File: src/hdl/uts_pkg.sv
`timescale 1ns / 1ps

package uts_pkg;

	localparam int TsW     = 64;
	localparam int BorrowW = 32;
	localparam int SeqW    = 16;
	localparam int NodeW   = 8;
	localparam int MacW    = 48;
	localparam int CfgIdxW = 1;

	localparam logic [CfgIdxW-1:0] REG_NODE_ID     = 1'b0;
	localparam logic [CfgIdxW-1:0] REG_MAC_ADDRESS = 1'b1;

	localparam logic [NodeW-1:0] NODE_ID_RST     = '0;
	localparam logic [MacW-1:0]  MAC_ADDRESS_RST = '0;

	typedef struct packed {
		logic [TsW-1:0]  now_ticks;
		logic            txn_valid;
		logic [TsW-1:0]  txn_id;
		logic [SeqW-1:0] random_seq;
	} uts_item_t;

	typedef struct packed {
		logic [TsW-1:0]     last_time;
		logic [BorrowW-1:0] borrow_count;
		logic [SeqW-1:0]    clock_seq;
	} uts_state_t;

endpackage

File: src/hdl/uts_req_if.sv
`timescale 1ns / 1ps

interface uts_req_if;
	logic                     valid;
	logic                     ready;
	logic [uts_pkg::TsW-1:0]  now_ticks;
	logic                     txn_valid;
	logic [uts_pkg::TsW-1:0]  txn_id;
	logic [uts_pkg::SeqW-1:0] random_seq;

	modport source (output valid, now_ticks, txn_valid, txn_id, random_seq, input ready);
	modport sink (input valid, now_ticks, txn_valid, txn_id, random_seq, output ready);
endinterface

File: src/hdl/uts_rsp_if.sv
`timescale 1ns / 1ps

interface uts_rsp_if;
	logic                      valid;
	logic                      ready;
	logic [uts_pkg::TsW-1:0]   timestamp;
	logic [31:0]               time_low;
	logic [15:0]               time_mid;
	logic [15:0]               time_high_node;
	logic [uts_pkg::SeqW-1:0]  clock_sequence;
	logic [uts_pkg::MacW-1:0]  node_address;
	logic                      reseeded;

	modport source (output valid, timestamp, time_low, time_mid, time_high_node,
		clock_sequence, node_address, reseeded, input ready);
	modport sink (input valid, timestamp, time_low, time_mid, time_high_node,
		clock_sequence, node_address, reseeded, output ready);
endinterface

File: src/hdl/uts_cfg_if.sv
`timescale 1ns / 1ps

interface uts_cfg_if;
	logic                        valid;
	logic                        ready;
	logic [uts_pkg::CfgIdxW-1:0] index;
	logic [uts_pkg::MacW-1:0]    data;

	modport source (output valid, index, data, input ready);
	modport sink (input valid, index, data, output ready);
endinterface

File: src/hdl/uts_calc.sv
`timescale 1ns / 1ps

module uts_calc (
	input  uts_pkg::uts_item_t  item,
	input  uts_pkg::uts_state_t cur,
	output uts_pkg::uts_state_t nxt,
	output logic                reseeded
);

	localparam int TsW = uts_pkg::TsW;
	localparam int BW  = uts_pkg::BorrowW;

	logic [TsW-1:0] cand0, cand1, cand2, cand3, room, last_p1;
	logic [TsW:0]   txn_sum;
	logic [BW-1:0]  borrow2, borrow3;
	logic           give, room_lt, tie, backward, first;

	always_comb begin
		first   = (cur.last_time == '0);
		cand0   = item.now_ticks + {{(TsW-BW){1'b0}}, cur.borrow_count};
		txn_sum = {1'b0, cand0} + {1'b0, item.txn_id};
		cand1   = (item.txn_valid && !txn_sum[TsW]) ? txn_sum[TsW-1:0] : cand0;

		// return borrowed ticks, never dropping below last+1
		last_p1 = cur.last_time + {{(TsW-1){1'b0}}, 1'b1};
		room    = cand1 - last_p1;
		give    = (cand1 > cur.last_time) && (cur.borrow_count != '0);
		room_lt = room < {{(TsW-BW){1'b0}}, cur.borrow_count};
		if (give) begin
			if (room_lt) begin
				cand2   = last_p1;
				borrow2 = cur.borrow_count - room[BW-1:0];
			end else begin
				cand2   = cand1 - {{(TsW-BW){1'b0}}, cur.borrow_count};
				borrow2 = '0;
			end
		end else begin
			cand2   = cand1;
			borrow2 = cur.borrow_count;
		end

		tie     = (cand2 == cur.last_time);
		borrow3 = tie ? borrow2 + {{(BW-1){1'b0}}, 1'b1} : borrow2;
		cand3   = (tie && borrow3 != '0) ? cand2 + {{(TsW-1){1'b0}}, 1'b1} : cand2;

		backward = (cand3 <= cur.last_time);

		nxt.last_time    = backward ? item.now_ticks : cand3;
		nxt.borrow_count = backward ? '0 : borrow3;
		nxt.clock_seq    = (first || backward) ? item.random_seq : cur.clock_seq;
		reseeded         = first || backward;
	end

endmodule

File: src/hdl/uuid_timestamp_sequencer.sv
`timescale 1ns / 1ps

// UUID v1 timestamp sequencer. Each request word carries the current time in 100 ns
// ticks, an optional transaction id and a random value; each yields one result word
// with a strictly increasing timestamp (unless the clock sequence reseeds), the split
// uuid time fields, the clock sequence and the configured node address. Requests are
// registered, evaluated combinationally against the sequencer state, and the result is
// held in an output register, so one request is taken per cycle while the output
// register is empty or its result is being taken; a stalled result holds off requests.
// Configuration writes (index 0 node_id, index 1 mac_address) are always ready and
// are meant to happen while no request is in flight.

module uuid_timestamp_sequencer (
	input  logic     clk,
	input  logic     arst_n,
	uts_req_if.sink  req,
	uts_rsp_if.source rsp,
	uts_cfg_if.sink  cfg
);

	localparam int NodeW = uts_pkg::NodeW;
	localparam int MacW  = uts_pkg::MacW;

	uts_pkg::uts_item_t  item_s1;
	logic                valid_s1;
	uts_pkg::uts_state_t state_q, state_nxt;
	logic                reseed_nxt;

	logic [uts_pkg::TsW-1:0]  ts_s2;
	logic [uts_pkg::SeqW-1:0] seq_s2;
	logic                     reseed_s2;
	logic                     valid_s2;

	logic [NodeW-1:0] node_id_q;
	logic [MacW-1:0]  mac_q;

	logic advance, s1_fire, req_fire;

	assign advance   = !valid_s2 || rsp.ready;
	assign s1_fire   = valid_s1 && advance;
	assign req.ready = !valid_s1 || advance;
	assign req_fire  = req.valid && req.ready;
	assign cfg.ready = 1'b1;

	uts_calc u_calc (
		.item     (item_s1),
		.cur      (state_q),
		.nxt      (state_nxt),
		.reseeded (reseed_nxt)
	);

	always_ff @(posedge clk or negedge arst_n) begin
		if (!arst_n) begin
			valid_s1 <= 1'b0;
			valid_s2 <= 1'b0;
			state_q  <= '0;
		end else begin
			if (req.ready)
				valid_s1 <= req.valid;
			if (advance)
				valid_s2 <= valid_s1;
			if (s1_fire)
				state_q <= state_nxt;
		end
	end

	always_ff @(posedge clk or negedge arst_n) begin
		if (!arst_n) begin
			node_id_q <= uts_pkg::NODE_ID_RST;
			mac_q     <= uts_pkg::MAC_ADDRESS_RST;
		end else if (cfg.valid) begin
			case (cfg.index)
				uts_pkg::REG_NODE_ID:     node_id_q <= cfg.data[NodeW-1:0];
				uts_pkg::REG_MAC_ADDRESS: mac_q     <= cfg.data;
				default: ;
			endcase
		end
	end

	always_ff @(posedge clk) begin
		if (req_fire) begin
			item_s1.now_ticks  <= req.now_ticks;
			item_s1.txn_valid  <= req.txn_valid;
			item_s1.txn_id     <= req.txn_id;
			item_s1.random_seq <= req.random_seq;
		end
		if (s1_fire) begin
			ts_s2     <= state_nxt.last_time;
			seq_s2    <= state_nxt.clock_seq;
			reseed_s2 <= reseed_nxt;
		end
	end

	assign rsp.valid          = valid_s2;
	assign rsp.timestamp      = ts_s2;
	assign rsp.time_low       = ts_s2[31:0];
	assign rsp.time_mid       = ts_s2[47:32];
	assign rsp.time_high_node = ts_s2[63:48] | {node_id_q, 8'h00};
	assign rsp.clock_sequence = seq_s2;
	assign rsp.node_address   = mac_q;
	assign rsp.reseeded       = reseed_s2;

	// held result always matches the committed last time
	a_ts_matches_state: assert property (@(posedge clk) disable iff (!arst_n)
		valid_s2 |-> ts_s2 == state_q.last_time)
		else $error("result timestamp differs from last time");

	// without a reseed the timestamp strictly increases
	a_monotonic: assert property (@(posedge clk) disable iff (!arst_n)
		s1_fire && !reseed_nxt |=> state_q.last_time > $past(state_q.last_time))
		else $error("timestamp did not increase");

	// a stalled result freezes the sequencer state
	a_stall_holds_state: assert property (@(posedge clk) disable iff (!arst_n)
		valid_s2 && !rsp.ready |=> $stable(state_q))
		else $error("state moved while result stalled");

	// a backward-time reseed leaves no borrowed ticks
	a_reseed_clears: assert property (@(posedge clk) disable iff (!arst_n)
		s1_fire && reseed_nxt && state_q.last_time != '0 |=> state_q.borrow_count == '0)
		else $error("borrow count survived reseed");

endmodule

File: src/flat_wrapper.sv
// flat-port wrapper written by rule: the top's interface ports become plain ports
module uuid_timestamp_sequencer_flat 
  (clk, arst_n, req_valid, req_now_ticks, req_txn_valid, req_txn_id, req_random_seq, req_ready, rsp_valid, rsp_timestamp, rsp_time_low, rsp_time_mid, rsp_time_high_node, rsp_clock_sequence, rsp_node_address, rsp_reseeded, rsp_ready, cfg_valid, cfg_index, cfg_data, cfg_ready);
  uts_req_if req_i ();
  uts_rsp_if rsp_i ();
  uts_cfg_if cfg_i ();
  input  logic clk;
  input  logic arst_n;
  input wire logic [$bits(req_i.valid)-1:0] req_valid;
  input wire logic [$bits(req_i.now_ticks)-1:0] req_now_ticks;
  input wire logic [$bits(req_i.txn_valid)-1:0] req_txn_valid;
  input wire logic [$bits(req_i.txn_id)-1:0] req_txn_id;
  input wire logic [$bits(req_i.random_seq)-1:0] req_random_seq;
  output wire logic [$bits(req_i.ready)-1:0] req_ready;
  output wire logic [$bits(rsp_i.valid)-1:0] rsp_valid;
  output wire logic [$bits(rsp_i.timestamp)-1:0] rsp_timestamp;
  output wire logic [$bits(rsp_i.time_low)-1:0] rsp_time_low;
  output wire logic [$bits(rsp_i.time_mid)-1:0] rsp_time_mid;
  output wire logic [$bits(rsp_i.time_high_node)-1:0] rsp_time_high_node;
  output wire logic [$bits(rsp_i.clock_sequence)-1:0] rsp_clock_sequence;
  output wire logic [$bits(rsp_i.node_address)-1:0] rsp_node_address;
  output wire logic [$bits(rsp_i.reseeded)-1:0] rsp_reseeded;
  input wire logic [$bits(rsp_i.ready)-1:0] rsp_ready;
  input wire logic [$bits(cfg_i.valid)-1:0] cfg_valid;
  input wire logic [$bits(cfg_i.index)-1:0] cfg_index;
  input wire logic [$bits(cfg_i.data)-1:0] cfg_data;
  output wire logic [$bits(cfg_i.ready)-1:0] cfg_ready;
  assign req_i.valid = req_valid;
  assign req_i.now_ticks = req_now_ticks;
  assign req_i.txn_valid = req_txn_valid;
  assign req_i.txn_id = req_txn_id;
  assign req_i.random_seq = req_random_seq;
  assign req_ready = req_i.ready;
  assign rsp_valid = rsp_i.valid;
  assign rsp_timestamp = rsp_i.timestamp;
  assign rsp_time_low = rsp_i.time_low;
  assign rsp_time_mid = rsp_i.time_mid;
  assign rsp_time_high_node = rsp_i.time_high_node;
  assign rsp_clock_sequence = rsp_i.clock_sequence;
  assign rsp_node_address = rsp_i.node_address;
  assign rsp_reseeded = rsp_i.reseeded;
  assign rsp_i.ready = rsp_ready;
  assign cfg_i.valid = cfg_valid;
  assign cfg_i.index = cfg_index;
  assign cfg_i.data = cfg_data;
  assign cfg_ready = cfg_i.ready;
  uuid_timestamp_sequencer u_core (.clk(clk), .arst_n(arst_n), .req(req_i), .rsp(rsp_i), .cfg(cfg_i));
endmodule
File: config.mk
export PLATFORM = sky130hd
export DESIGN_NAME = uuid_timestamp_sequencer_flat
export DESIGN_NICKNAME = d
export VERILOG_FILES = /design/src/hdl/uts_pkg.sv /design/src/hdl/uts_req_if.sv /design/src/hdl/uts_rsp_if.sv /design/src/hdl/uts_cfg_if.sv /design/src/hdl/uts_calc.sv /design/src/hdl/uuid_timestamp_sequencer.sv /design/src/flat_wrapper.sv
export SDC_FILE = /design/constraint.sdc
export NUM_CORES = 2
export LEC_CHECK = 0
export ABC_AREA = 1
export BUFFER_PORTS_ARGS = -buffer_cell sky130_fd_sc_hd__buf_2
export CAP_MARGIN = 20
export CORE_UTILIZATION = 39
export CTS_BUF_LIST = sky130_fd_sc_hd__clkbuf_4 sky130_fd_sc_hd__clkbuf_8
export DETAILED_ROUTE_END_ITERATION = 16
export PLACE_DENSITY = 0.67
export SLEW_MARGIN = 30
export SYNTH_ARGS = -nofsm -noshare
export SYNTH_HDL_FRONTEND = slang
export SYNTH_SLANG_ARGS = --single-unit
File: constraint.sdc
create_clock -name clk -period 18 [get_ports clk]
set_input_delay 1.8 -clock clk [delete_from_list [all_inputs] [get_ports clk]]
set_output_delay 1.8 -clock clk [all_outputs]
set_load 0.05 [all_outputs]
# Word-level counts from Yosys, hierarchy flattened

Cells that the tools add are included.

Bits of input ports: 199
Output and inout port bits: 196
Word-level logic and storage cells: 54
Bits in registers: 396

Reductions and logical operators: 16
Magnitude comparators: 3
Add/subtract/negate cells: 8
Multiplexer cells: 10
Bitwise logic cells: 2
Equal/unequal tests: 1

Operator list:

| cell                    | count |
|---|---|
| $mux W64                | 5 |
| $add A64 B1 Y64 const B | 2 |
| $mux W32                | 4 |
| $add A64 B64 Y65        | 1 |
| $add A64 B32 Y64        | 1 |
| $eq A64 B64 Y1          | 1 |
| $gt A64 B64 Y1          | 1 |
| $le A64 B64 Y1          | 1 |
| $logic_not A64 Y1       | 1 |
| $lt A64 B32 Y1          | 1 |
| $reduce_bool A32 Y1     | 2 |
| $sub A64 B32 Y64        | 1 |
| $sub A64 B64 Y64        | 1 |
| $add A32 B1 Y32 const B | 1 |
| $sub A32 B32 Y32        | 1 |
| $mux W16                | 1 |
| $or A16 B16 Y16         | 1 |
| $logic_and A1 B1 Y1     | 5 |
| $reduce_and A2 Y1       | 2 |
| $logic_not A1 Y1        | 3 |
| $logic_or A1 B1 Y1      | 3 |
| $not A1 Y1              | 1 |

# Longest topological paths before layout

Depth after elaboration: 17
Gate-level depth with buffers: 110
Gate-level depth less buffers: 102

# Cells and area by module

From an unflattened synthesis, not the netlist that was laid out.

Cell total of the unflattened synthesis: 7293
Area total of the unflattened synthesis: 46622.2 um^2

Modules (own cells, without submodules):

| module                   | area an instance (um^2) | cells each | seq. area each (um^2) | times used |
|---|---|---|---|---|
| uts_calc                 | 32686.3                 | 6269       | 0.0                   | 1 |
| uuid_timestamp_sequencer | 13935.9                 | 1024       | 11040.6               | 1 |

# Worst setup path before layout

No wires, ideal clock.

Path type: register to register
From: register u_core.state_q[17] (netlist name)
To: register u_core.ts_s2 (netlist bit u_core.rsp.timestamp[0]) (data pin)
Cell stages (with the launch flop): 92
Required time: 17.745 ns
Clock period less this slack: 13.477 ns
Slack: 4.523 ns
Setup time: 0.255 ns
Arrival: 13.223 ns
Buffers on the path: 8
Cells stage by stage: dfrtp_1 inv_1 fa_1 o21ai_1 nand2_1 a22oi_1 nand3_1 nand2_1 a21oi_1 o21ai_1 nand2_1 nor2_1 xor2_1 inv_1 ha_1 nand2_2 nor2_2 nand2_1 (+56 left out) nand2_2 buf_4 nand2_1 nand2_1 inv_1 ha_1 nand4_1 nor3_1 nor4b_1 a221o_1 nand2_1 o2111ai_1 nand2_1 inv_1 clkbuf_1 clkbuf_1 nand3_1 and2_1

RTL lines:

| item                   | line                           | source |
|---|---|---|
| from (decl)            | uuid_timestamp_sequencer.sv:26 | `uts_pkg::uts_state_t state_q, state_nxt;` |
| from (signal assigned) | uuid_timestamp_sequencer.sv:63 | `state_q <= state_nxt;` |
| to (signal assigned)   | uuid_timestamp_sequencer.sv:88 | `ts_s2 <= state_nxt.last_time;` |
| to (decl)              | uuid_timestamp_sequencer.sv:29 | `logic [uts_pkg::TsW-1:0] ts_s2;` |

==> run_results.csv <==
group,metric,value,unit
run_status,outcome,"finished clean",
clocking,clock_latency,0.83,ns
place,numPortBuffers,393,
place,dp_cells,9043,
yosys,synth_seq_cells,396,
min_path,hold_path_class,"reg -> reg",
global_routing,globalRouteTotalUtil,0.359,
clocking,root_buffer,"clkbuf_8",
clocking,cts_tree,"done",
yosys,synth_cell_types,68,
floorplanning,std_cell_rows,124,
yosys,synth_edf_count,226,
timing,hold_viol_final,0,
timing,maxSlewHeadroom,0.308,
yosys,ys.flop_type,"edfxtp_1",
yosys,ys_seq_area_frac,0.243,
timing,clock_skew,0.0750,ns
yosys,ys_top_cells_by_area,"nand2_1 18%, edfxtp_1 15%, ha_1 11%",
floorplanning,die_x,344,um
final_layout,synthToLayoutAreaGrowth,15.3,%
yosys,async_flop_share,0.429,
detailed_routing,drc,0,
global_routing,grt_start_max_net_pins,105,
yosys,post-synth-top-count-cell,"nand2_1",
final_layout,nFillCells,12235,
detailed_routing,antenna_left,0,
yosys,synth_top_area_share,0.177,
timing,tns,0,ns
run,cap_violations,0,
place,place_congestion,1.05,
timing,fin_crit_sh,0.931,
floorplanning,coreArea,115000,um2
clocking,clk_path_buf_depth,3,
final_layout,fin_cells,9187,
global_routing,grt_pass1_vias,47739,
clocking,hold_buffers,0,
global_routing,antenna_found_initial,17,
floorplanning,start_util,0.396,
pwr,p_leak,25.8,nW
detailed_routing,wl_per_cell,23.7,um
timing,tightest_slew,1.03,ns
detailed_routing,dr.pass1.iters,6,
detailed_routing,vias_per_cell,5.54,
timing,slew_viol_final,0,
yosys,syn_inst,7050,
worst_setup_path,max_stage_delay,0.54,ns
worst_setup_path,cp.arrival,17.47,ns
worst_setup_path,path_max_fanout,64,
final_layout,layout.nets,8198,
detailed_routing,vias,50896,
yosys,syn_avg_cell_area,6.46,um2
detailed_routing,drtIter0Drc,5513,
global_routing,grt_overflow,0,
worst_setup_path,start_kind,"flop",
clocking,cts_buffers,75,
worst_setup_path,worst_ep_required_time,18.71,ns
timing,setup_viol,0,
detailed_routing,totalWireLength,217000,um
clocking,path_clk_slew,0.06,ns
yosys,synth_area,45500,um2
clocking,cts_max_level,3,
global_routing,grt_pass1_wl,311000,um
worst_setup_path,endpoint_kind,"flop",
floorplanning,die_area,118000,um2
pwr,power_density,157,nW/um2
place,dp_hpwl,185000,um
timing,grt_setup_unrepaired,"false",
yosys,synth_common_cells,"2152 x nand2_1, 907 x inv_1, 722 x nor2_1, 493 x nand3_1, 384 x ha_1",
floorplanning,dieHeight,344,um
final_layout,drive_above_1_share,0.134,
yosys,yosys.area.top_type,"nand2_1",
timing,fin_crit,16.76,ns
pwr,peakVddDrop,0.112,mV
worst_setup_path,critPathMostFrequentCell,"nand2_1",
clocking,post_cts_buffers,0,
floorplanning,io_pins,395,
worst_setup_path,critPathKind,"reg -> reg",
worst_setup_path,cp_slowest_cell,"buf_4",
clocking,clock_sinks,396,
timing,max_freq,59.7,MHz
yosys,syn-num-nets,7638,
clocking,post_cts_resized,0,
yosys,ys_warn_count,0,
## layout by cell type (no fill, tap or decap), types with 170 or more instances in the layout
cell	n
nand3_1	493
nor2_1	722
nand2_1	2148
inv_1	904
o21ai_0	269
xor2_1	240
dfrtp_1	170
edfxtp_1	226
a21oi_1	382
buf_4	274
ha_1	384
buf_2	392
## through the flow
stage	setup WS [ns]	utilization	total power [W]	cell area, um2	hold slack [ns]
after floorplan	4.52	-	0.00511	45500	0.446
after global placement	1.70	0.441	0.00705	50700	0.462
after detailed placement	1.58	0.441	0.00706	50700	0.468
final	1.24	0.457	0.00824	52500	0.481
after CTS	1.56	0.456	0.00812	52400	0.483
after global routing	0.154	0.456	0.00877	52500	0.507
## critical path: cells and delay by family (launching register included)
family	cells	cell delay [ns]
DFF	1	0.49
adders and majority gates	6	2.24
AOI/OAI and AO/OA	9	2.42
and+or+nand+nor	59	8.13
buffers and inverters	16	2.44
xor gates and xnor gates	2	0.79
## metal layers
layer | vias up | part of all wire | track usage | routed length, um
li1 | 24293 | - | - | -
met1 | 23723 | 0.44 | 0.495 | 94800
met2 | 2479 | 0.42 | 0.539 | 91000
met3 | 387 | 0.098 | 0.0754 | 21400
met4 | 14 | 0.046 | 0.154 | 10100
met5 | - | 0.00042 | 0 | 92
## cell type report
type | count | area (um2) | area share
Multi-Input combinational cell | 5523 | 29900 | 0.570
Sequential cell | 396 | 11000 | 0.210
Timing Repair Buffer | 687 | 4450 | 0.0848
Inverter | 927 | 3490 | 0.0665
Tap cell | 1512 | 1890 | 0.0360
Clock buffer | 100 | 1290 | 0.0247
Clock inverter | 37 | 403 | 0.00768
Antenna cell | 5 | 12.5 | 0.000238
## power breakdown
part	leakage (nW)	internal, W	switching, W	total [W]
sequential	4.32	0.00122	0.000276	0.00150
combinational	20.6	0.00165	0.00407	0.00572
clock	0.886	0.000565	0.000461	0.00103
## state kept, by name (all words and copies together), names as in the netlist
signal and flops:
u_core.rsp.valid 1, u_core.node_id_q 8, u_core.rsp.node_address 48, u_core.rsp.clock_sequence 16, u_core.rsp.reseeded 1, u_core.rsp.timestamp 64, u_core.item_s1 145, u_core.valid_s1 1
u_core.state_q 112
## worst paths after layout
| check | cells after the start | from | slack (ns) | endpoint |
|---|---|---|---|---|
| worst max register to register | 92 | u_core.state_q[16] | 1.24 | u_core.state_q[97] |
| min in group asynchronous | 1 | arst_n | 0.92 | u_core.state_q[8] |
| max in group asynchronous | 4 | arst_n | 15.58 | u_core.node_id_q[3] |
| worst max-delay path | 92 | u_core.state_q[16] | 1.24 | u_core.state_q[97] |
| worst min-delay path | 2 | u_core.rsp.node_address[1] | 0.48 | u_core.rsp.node_address[1] |
| worst min register to register | 2 | u_core.rsp.node_address[1] | 0.48 | u_core.rsp.node_address[1] |
## cell families (layout without fill, tap and decap cells)
logic type / Yosys count / in the layout / share of synthesized area
simple gates: 3872 / 3872 / 0.365
buf+inv: 1131 / 1751 / 0.102
compound gates: 907 / 907 / 0.112
flops: 396 / 396 / 0.243
fa+ha+maj: 389 / 389 / 0.108
xor+xnor: 313 / 313 / 0.0602
mux: 41 / 41 / 0.0101
other cells: 1 / 6 / 0.0000824
Power figures use the tool's default switching activity.
